--- src/rtl/core/max_repeat_count_macros.svh ---
// Assertion macros for the max repeat count block.
`ifndef MAX_REPEAT_COUNT_MACROS_SVH
`define MAX_REPEAT_COUNT_MACROS_SVH

// check a property on every clock edge outside reset
`define MRC_ASSERT(lbl, prop, msg) \
    lbl: assert property (@(posedge i_clk) disable iff (!i_rst_n) (prop)) else $error(msg);

// check that a condition leads to another in the next cycle
`define MRC_ASSERT_NEXT(lbl, cond, nxt, msg) \
    lbl: assert property (@(posedge i_clk) disable iff (!i_rst_n) \
        (cond) |=> (nxt)) else $error(msg);

`endif

--- src/rtl/core/mrc_pkg.sv ---
// Shared types and constants of the max repeat count block.
package mrc_pkg;

    localparam int DEPTH_DEF = 256;
    localparam int VAL_W     = 32;
    localparam int CNT_W     = 9;
    localparam logic [CNT_W-1:0] COUNT_MAX = '1;

    typedef struct packed {
        logic signed [VAL_W-1:0] element_value;
        logic                    is_last;
    } t_in_item;

    typedef struct packed {
        logic [CNT_W-1:0] max_count;
        logic             overflowed;
    } t_out_item;

endpackage

--- src/rtl/core/mrc_ctrl.sv ---
// Load sequencer, all-pairs scan and result register.
module mrc_ctrl #(
    parameter int DEPTH = mrc_pkg::DEPTH_DEF,
    parameter int AW    = (DEPTH > 1) ? $clog2(DEPTH) : 1
) (
    input  logic                         i_clk,
    input  logic                         i_rst_n,
    input  logic                         i_in_valid,
    output logic                         o_in_ready,
    input  mrc_pkg::t_in_item            i_in,
    output logic                         o_out_valid,
    input  logic                         i_out_ready,
    output mrc_pkg::t_out_item           o_out,
    output logic                         o_we,
    output logic [AW-1:0]                o_waddr,
    output logic [mrc_pkg::VAL_W-1:0]    o_wdata,
    output logic [AW-1:0]                o_raddr_a,
    output logic [AW-1:0]                o_raddr_b,
    input  logic [mrc_pkg::VAL_W-1:0]    i_rdata_a,
    input  logic [mrc_pkg::VAL_W-1:0]    i_rdata_b
);
    import mrc_pkg::*;

    localparam int CW = $clog2(DEPTH + 1);
    localparam int XW = CW + CNT_W;
    localparam logic [CW-1:0] DEPTH_C = CW'(DEPTH);

    localparam logic [1:0] S_LOAD = 2'd0;
    localparam logic [1:0] S_SCAN = 2'd1;
    localparam logic [1:0] S_WAIT = 2'd2;
    localparam logic [1:0] S_DONE = 2'd3;

    logic [1:0]    r_state, n_state;
    logic [CW-1:0] r_fill, n_fill;
    logic          r_ovf, n_ovf;
    logic [AW-1:0] r_i, n_i;
    logic [AW-1:0] r_j, n_j;
    logic          r_p_valid, n_p_valid;
    logic          r_p_first, n_p_first;
    logic          r_p_lastj, n_p_lastj;
    logic          r_p_last, n_p_last;
    logic [CW-1:0] r_hits, n_hits;
    logic [CW-1:0] r_best, n_best;
    logic          r_out_valid, n_out_valid;
    t_out_item     r_out, n_out;

    logic          accept;
    logic [AW-1:0] last_idx;
    logic [CW-1:0] fill_m1;
    logic [CW-1:0] hits_sum;
    logic [XW-1:0] best_ext;
    logic          end_j;
    logic          end_i;

    assign o_in_ready  = (r_state == S_LOAD);
    assign accept      = i_in_valid && o_in_ready;
    assign o_out_valid = r_out_valid;
    assign o_out       = r_out;

    assign o_we      = accept && (r_fill < DEPTH_C);
    assign o_waddr   = r_fill[AW-1:0];
    assign o_wdata   = i_in.element_value;
    assign o_raddr_a = r_i;
    assign o_raddr_b = r_j;

    assign fill_m1  = r_fill - CW'(1);
    assign last_idx = fill_m1[AW-1:0];
    assign end_j    = (r_j == last_idx);
    assign end_i    = (r_i == last_idx);
    assign hits_sum = (r_p_first ? '0 : r_hits) + CW'(i_rdata_a == i_rdata_b);
    assign best_ext = {{CNT_W{1'b0}}, r_best};

    always_comb begin
        n_state     = r_state;
        n_fill      = r_fill;
        n_ovf       = r_ovf;
        n_i         = r_i;
        n_j         = r_j;
        n_p_valid   = 1'b0;
        n_p_first   = 1'b0;
        n_p_lastj   = 1'b0;
        n_p_last    = 1'b0;
        n_hits      = r_hits;
        n_best      = r_best;
        n_out_valid = r_out_valid && !i_out_ready;
        n_out       = r_out;

        if (r_p_valid) begin
            n_hits = hits_sum;
            if (r_p_lastj && (hits_sum > r_best)) begin
                n_best = hits_sum;
            end
        end

        unique case (r_state)
            S_LOAD: begin
                if (accept) begin
                    if (r_fill < DEPTH_C) begin
                        n_fill = r_fill + CW'(1);
                    end else begin
                        n_ovf = 1'b1;
                    end
                    if (i_in.is_last) begin
                        n_state = S_SCAN;
                        n_i     = '0;
                        n_j     = '0;
                        n_best  = '0;
                    end
                end
            end
            S_SCAN: begin
                n_p_valid = 1'b1;
                n_p_first = (r_j == '0);
                n_p_lastj = end_j;
                n_p_last  = end_j && end_i;
                if (end_j) begin
                    n_j = '0;
                    n_i = r_i + AW'(1);
                    if (end_i) begin
                        n_state = S_WAIT;
                    end
                end else begin
                    n_j = r_j + AW'(1);
                end
            end
            S_WAIT: begin
                if (r_p_valid && r_p_last) begin
                    n_state = S_DONE;
                end
            end
            S_DONE: begin
                if (!r_out_valid || i_out_ready) begin
                    n_out_valid = 1'b1;
                    n_out.max_count = (best_ext > XW'(COUNT_MAX)) ? COUNT_MAX
                                                                  : best_ext[CNT_W-1:0];
                    n_out.overflowed = r_ovf;
                    n_fill  = '0;
                    n_ovf   = 1'b0;
                    n_state = S_LOAD;
                end
            end
            default: begin
                n_state = S_LOAD;
            end
        endcase
    end

    always_ff @(posedge i_clk) begin
        if (!i_rst_n) begin
            r_state     <= S_LOAD;
            r_fill      <= '0;
            r_ovf       <= 1'b0;
            r_p_valid   <= 1'b0;
            r_p_first   <= 1'b0;
            r_p_lastj   <= 1'b0;
            r_p_last    <= 1'b0;
            r_out_valid <= 1'b0;
        end else begin
            r_state     <= n_state;
            r_fill      <= n_fill;
            r_ovf       <= n_ovf;
            r_p_valid   <= n_p_valid;
            r_p_first   <= n_p_first;
            r_p_lastj   <= n_p_lastj;
            r_p_last    <= n_p_last;
            r_out_valid <= n_out_valid;
        end
        r_i    <= n_i;
        r_j    <= n_j;
        r_hits <= n_hits;
        r_best <= n_best;
        r_out  <= n_out;
    end

endmodule
--- config.mk ---
export PLATFORM = sky130hd
export DESIGN_NAME = mrc_ctrl
export DESIGN_NICKNAME = d
export VERILOG_FILES = /design/src/rtl/core/max_repeat_count_macros.svh /design/src/rtl/core/mrc_pkg.sv /design/src/rtl/core/mrc_ctrl.sv
export SDC_FILE = /design/constraint.sdc
export NUM_CORES = 1
export LEC_CHECK = 0
export ABC_CLOCK_PERIOD_IN_PS = 3700
export BUFFER_PORTS_ARGS = -buffer_cell sky130_fd_sc_hd__buf_2
export CORE_MARGIN = 1
export CORE_UTILIZATION = 50
export CTS_BUF_LIST = sky130_fd_sc_hd__clkbuf_4 sky130_fd_sc_hd__clkbuf_8
export CTS_CLUSTER_SIZE = 14
export DETAILED_ROUTE_END_ITERATION = 6
export PLACE_DENSITY = 0.95
export SYNTH_ARGS = -nofsm -noshare
export SYNTH_HDL_FRONTEND = slang
export SYNTH_SLANG_ARGS = --single-unit
--- constraint.sdc ---
create_clock -name i_clk -period 3.7 [get_ports i_clk]
set_input_delay 0 -clock i_clk [delete_from_list [all_inputs] [get_ports i_clk]]
set_output_delay 0 -clock i_clk [all_outputs]
set_load 0.01 [all_outputs]
==> impl_metrics.ini <==
[status]
outcome = completed

[sta]
fin_crit_sh_pct = 88.7
slew_viol_final = 0
max-slew-margin-rel_pct = 49.2
clock.fmax_mhz = 305
final_hold_viol_count = 0
min_period_ns = 3.28
finalSetupViolations = 0
fin_skew_ns = 0.00946
rsz0062_at_grt = false
whs_ns = 0.00000366
worst_pin_slew_ns = 0.760
fin_tns_setup_ns = 0

[die]
core_um2 = 7410
core.rowCount = 31
dieHeight_um = 90.7
die-area_um2 = 8220
die_w_um = 90.7
io_pins = 170
initial_core_util_pct = 53.1

[synth]
syn_nets = 531
yosys_warnings = 0
syn_area_per_cell_um2 = 9.59
syn_area_um2 = 3930
synth_area_leaders = edfxtp_1, dfxtp_1, xor2_1
yosysSeqAreaShare_pct = 40.0
synth_cells = 410
ys_ff_latch = 61
ys_types = 41
yosys.area.top_type = edfxtp_1
yosysTopAreaCellShare_pct = 26.7

[detailed_routing]
wirelength_um = 8300
routedWlPerCell_um = 14.5
drt-initial-drc-count = 88
num_vias = 3005
drtAntennaViolNets = 0
drc_errors = 0
viasPerCell = 5.24
drt-pass1-iter-count = 4

[critical_path]
critPathKind = reg -> reg
critPathMaxFanout = 8
regToRegStartpoint = r_fill[2]
critPathLaunchType = flip-flop
arrival_ns = 3.28
crit_path_start = r_fill[2]
endpoint_kind = flip-flop
critical_path_required_ns = 3.70

[cells_and_area]
design_area_um2 = 4420
syn_to_final_growth_pct = 12.3
layout-drive-gt1-share_pct = 26.5
num-fill-cells = 634
antenna_cells = 0
fin_nets = 591
layout_common_cells = buf_2, xor2_1, nor2_1
final_common_cell = buf_2

[place]
gp_congestion = 0.874
placed_area_um2 = 4220
dp_hpwl_um = 6450
port_buffers = 105

[min_path]
min-delay-start = i_in[31]
min_path_type = in -> out

[clock_tree]
htreeDepth = 3
cts-buffers-inserted = 9
clock_latency_ns = 0.34
cts_tree = built
cts_max_path_buffers = 2
cts-root-buf = clkbuf_8
ctsResizeCount = 0
cts_sinks = 61
path_clk_slew_ns = 0.07

[job]
drv_cap = 0

[global_route]
grt_overflow = 0
grt_max_degree = 14
grt_pass1_vias = 3105
track_usage_pct = 20.5
antenna_found_initial = 0
grt_pass1_wl_um = 13500

[pwr]
leakagePower_nw = 1.96
peakVddDrop_mv = 0.371
power_density_nw_per_um2 = 529
worst paths after layout:
kind	to	slack, ns	depth (start not counted)
max	o_raddr_a[2]	0.42	7
min	o_wdata[30]	0.000004	0
max reg2reg	o_raddr_a[2]	0.42	7
min reg2reg	o_out[3]	0.44	0
power by group:
| group | internal, mW | leakage [nW] | switching, mW |
|---|---|---|---|
| Combinational | 0.374 | 1.32 | 0.476 |
| Clock | 0.244 | 0.0891 | 0.276 |
| Sequential | 0.839 | 0.551 | 0.126 |
| Total | 1.46 | 1.96 | 0.878 |
cell usage after synthesis (all sizes together):
cell type and n:
xnor2 22, o22ai 1, or3 3, inv 18
o31ai 2, edfxtp 35, buf 42, o21a 3
nand4 11, nand2 22, clkbuf 18, nand3 13
a41oi 1, ha 20, or4 1, o211ai 1
a211oi 2, o221ai 1, nor4b 1, nor2b 6
o21ai 6, or2 1, a21o 1, a211o 2
xor2 57, dfxtp 26, a222oi 1, and2 8
mux2i 10, nor3 5, a21oi 4, nand2b 3
nor4 11, or3b 1, a21boi 2, nor3b 1
and3 8, nor2 40
what timing repair did:
action,in CTS,in global routing
endpoints found under the hold margin,4,0
hold buffers,2,0
buffers inserted,0,0
sequential cells by signal, summed over array words and instances, names as in the netlist:
signal	flops
o_out	10
o_out_valid	1
o_raddr_a	8
o_raddr_b	8
r_best	9
r_fill	9
r_hits	9
r_ovf	1
r_p_first	1
r_p_last	1
r_p_lastj	1
r_p_valid	1
r_state	2
final cells by class:
type	instances	area, um^2	share of cell area [%]
multi-input combinational	271	1920	43.4
sequential	61	1570	35.6
tap	99	124	2.81
timing repair buffer	109	561	12.7
clock buffer	9	124	2.81
inverter	18	67.6	1.53
clock inverter	7	52.6	1.19
logic make-up after synthesis:
group,after synthesis,synth area share (%)
XOR/XNOR,79,17.6
buffers and inverters,78,11.3
flip-flops,61,40.0
adder cells (fa/ha/maj),20,6.36
AND/OR/NAND/NOR,135,17.5
multiplexers,10,2.55
AO/OA/AOI/OAI,27,4.68
critical path, cell delays in order, from the launching register on:
cell and delay (ns):
dfxtp_1 0.39, or3_1 0.42, or3_1 0.43, xor2_1 0.20, a211o_1 0.32, or4_4 0.57, nand2_1 0.24, and2_1 0.38
metrics by stage:
stage,power (mW),util [%],instances,setup WS [ns]
after floorplan,1.61,-,410,0.428
after global placement,1.76,56.9,556,0.294
after global routing,2.48,59.6,574,0.160
after detailed placement,1.81,56.9,556,0.0942
after CTS,2.34,59.6,574,0.438
final,2.34,59.6,574,0.419
metal layers:
metal / GRT usage (%) / vias to the layer above / part of all wire (%)
li1: - / 1468 / -
met1: 21.2 / 1408 / 40
met2: 37.2 / 104 / 52
met3: 7.15 / 25 / 6.7
met4: 9.14 / 0 / 2.0
met5: 0 / - / 0
No activity file was read; power rests on OpenSTA's default activity.
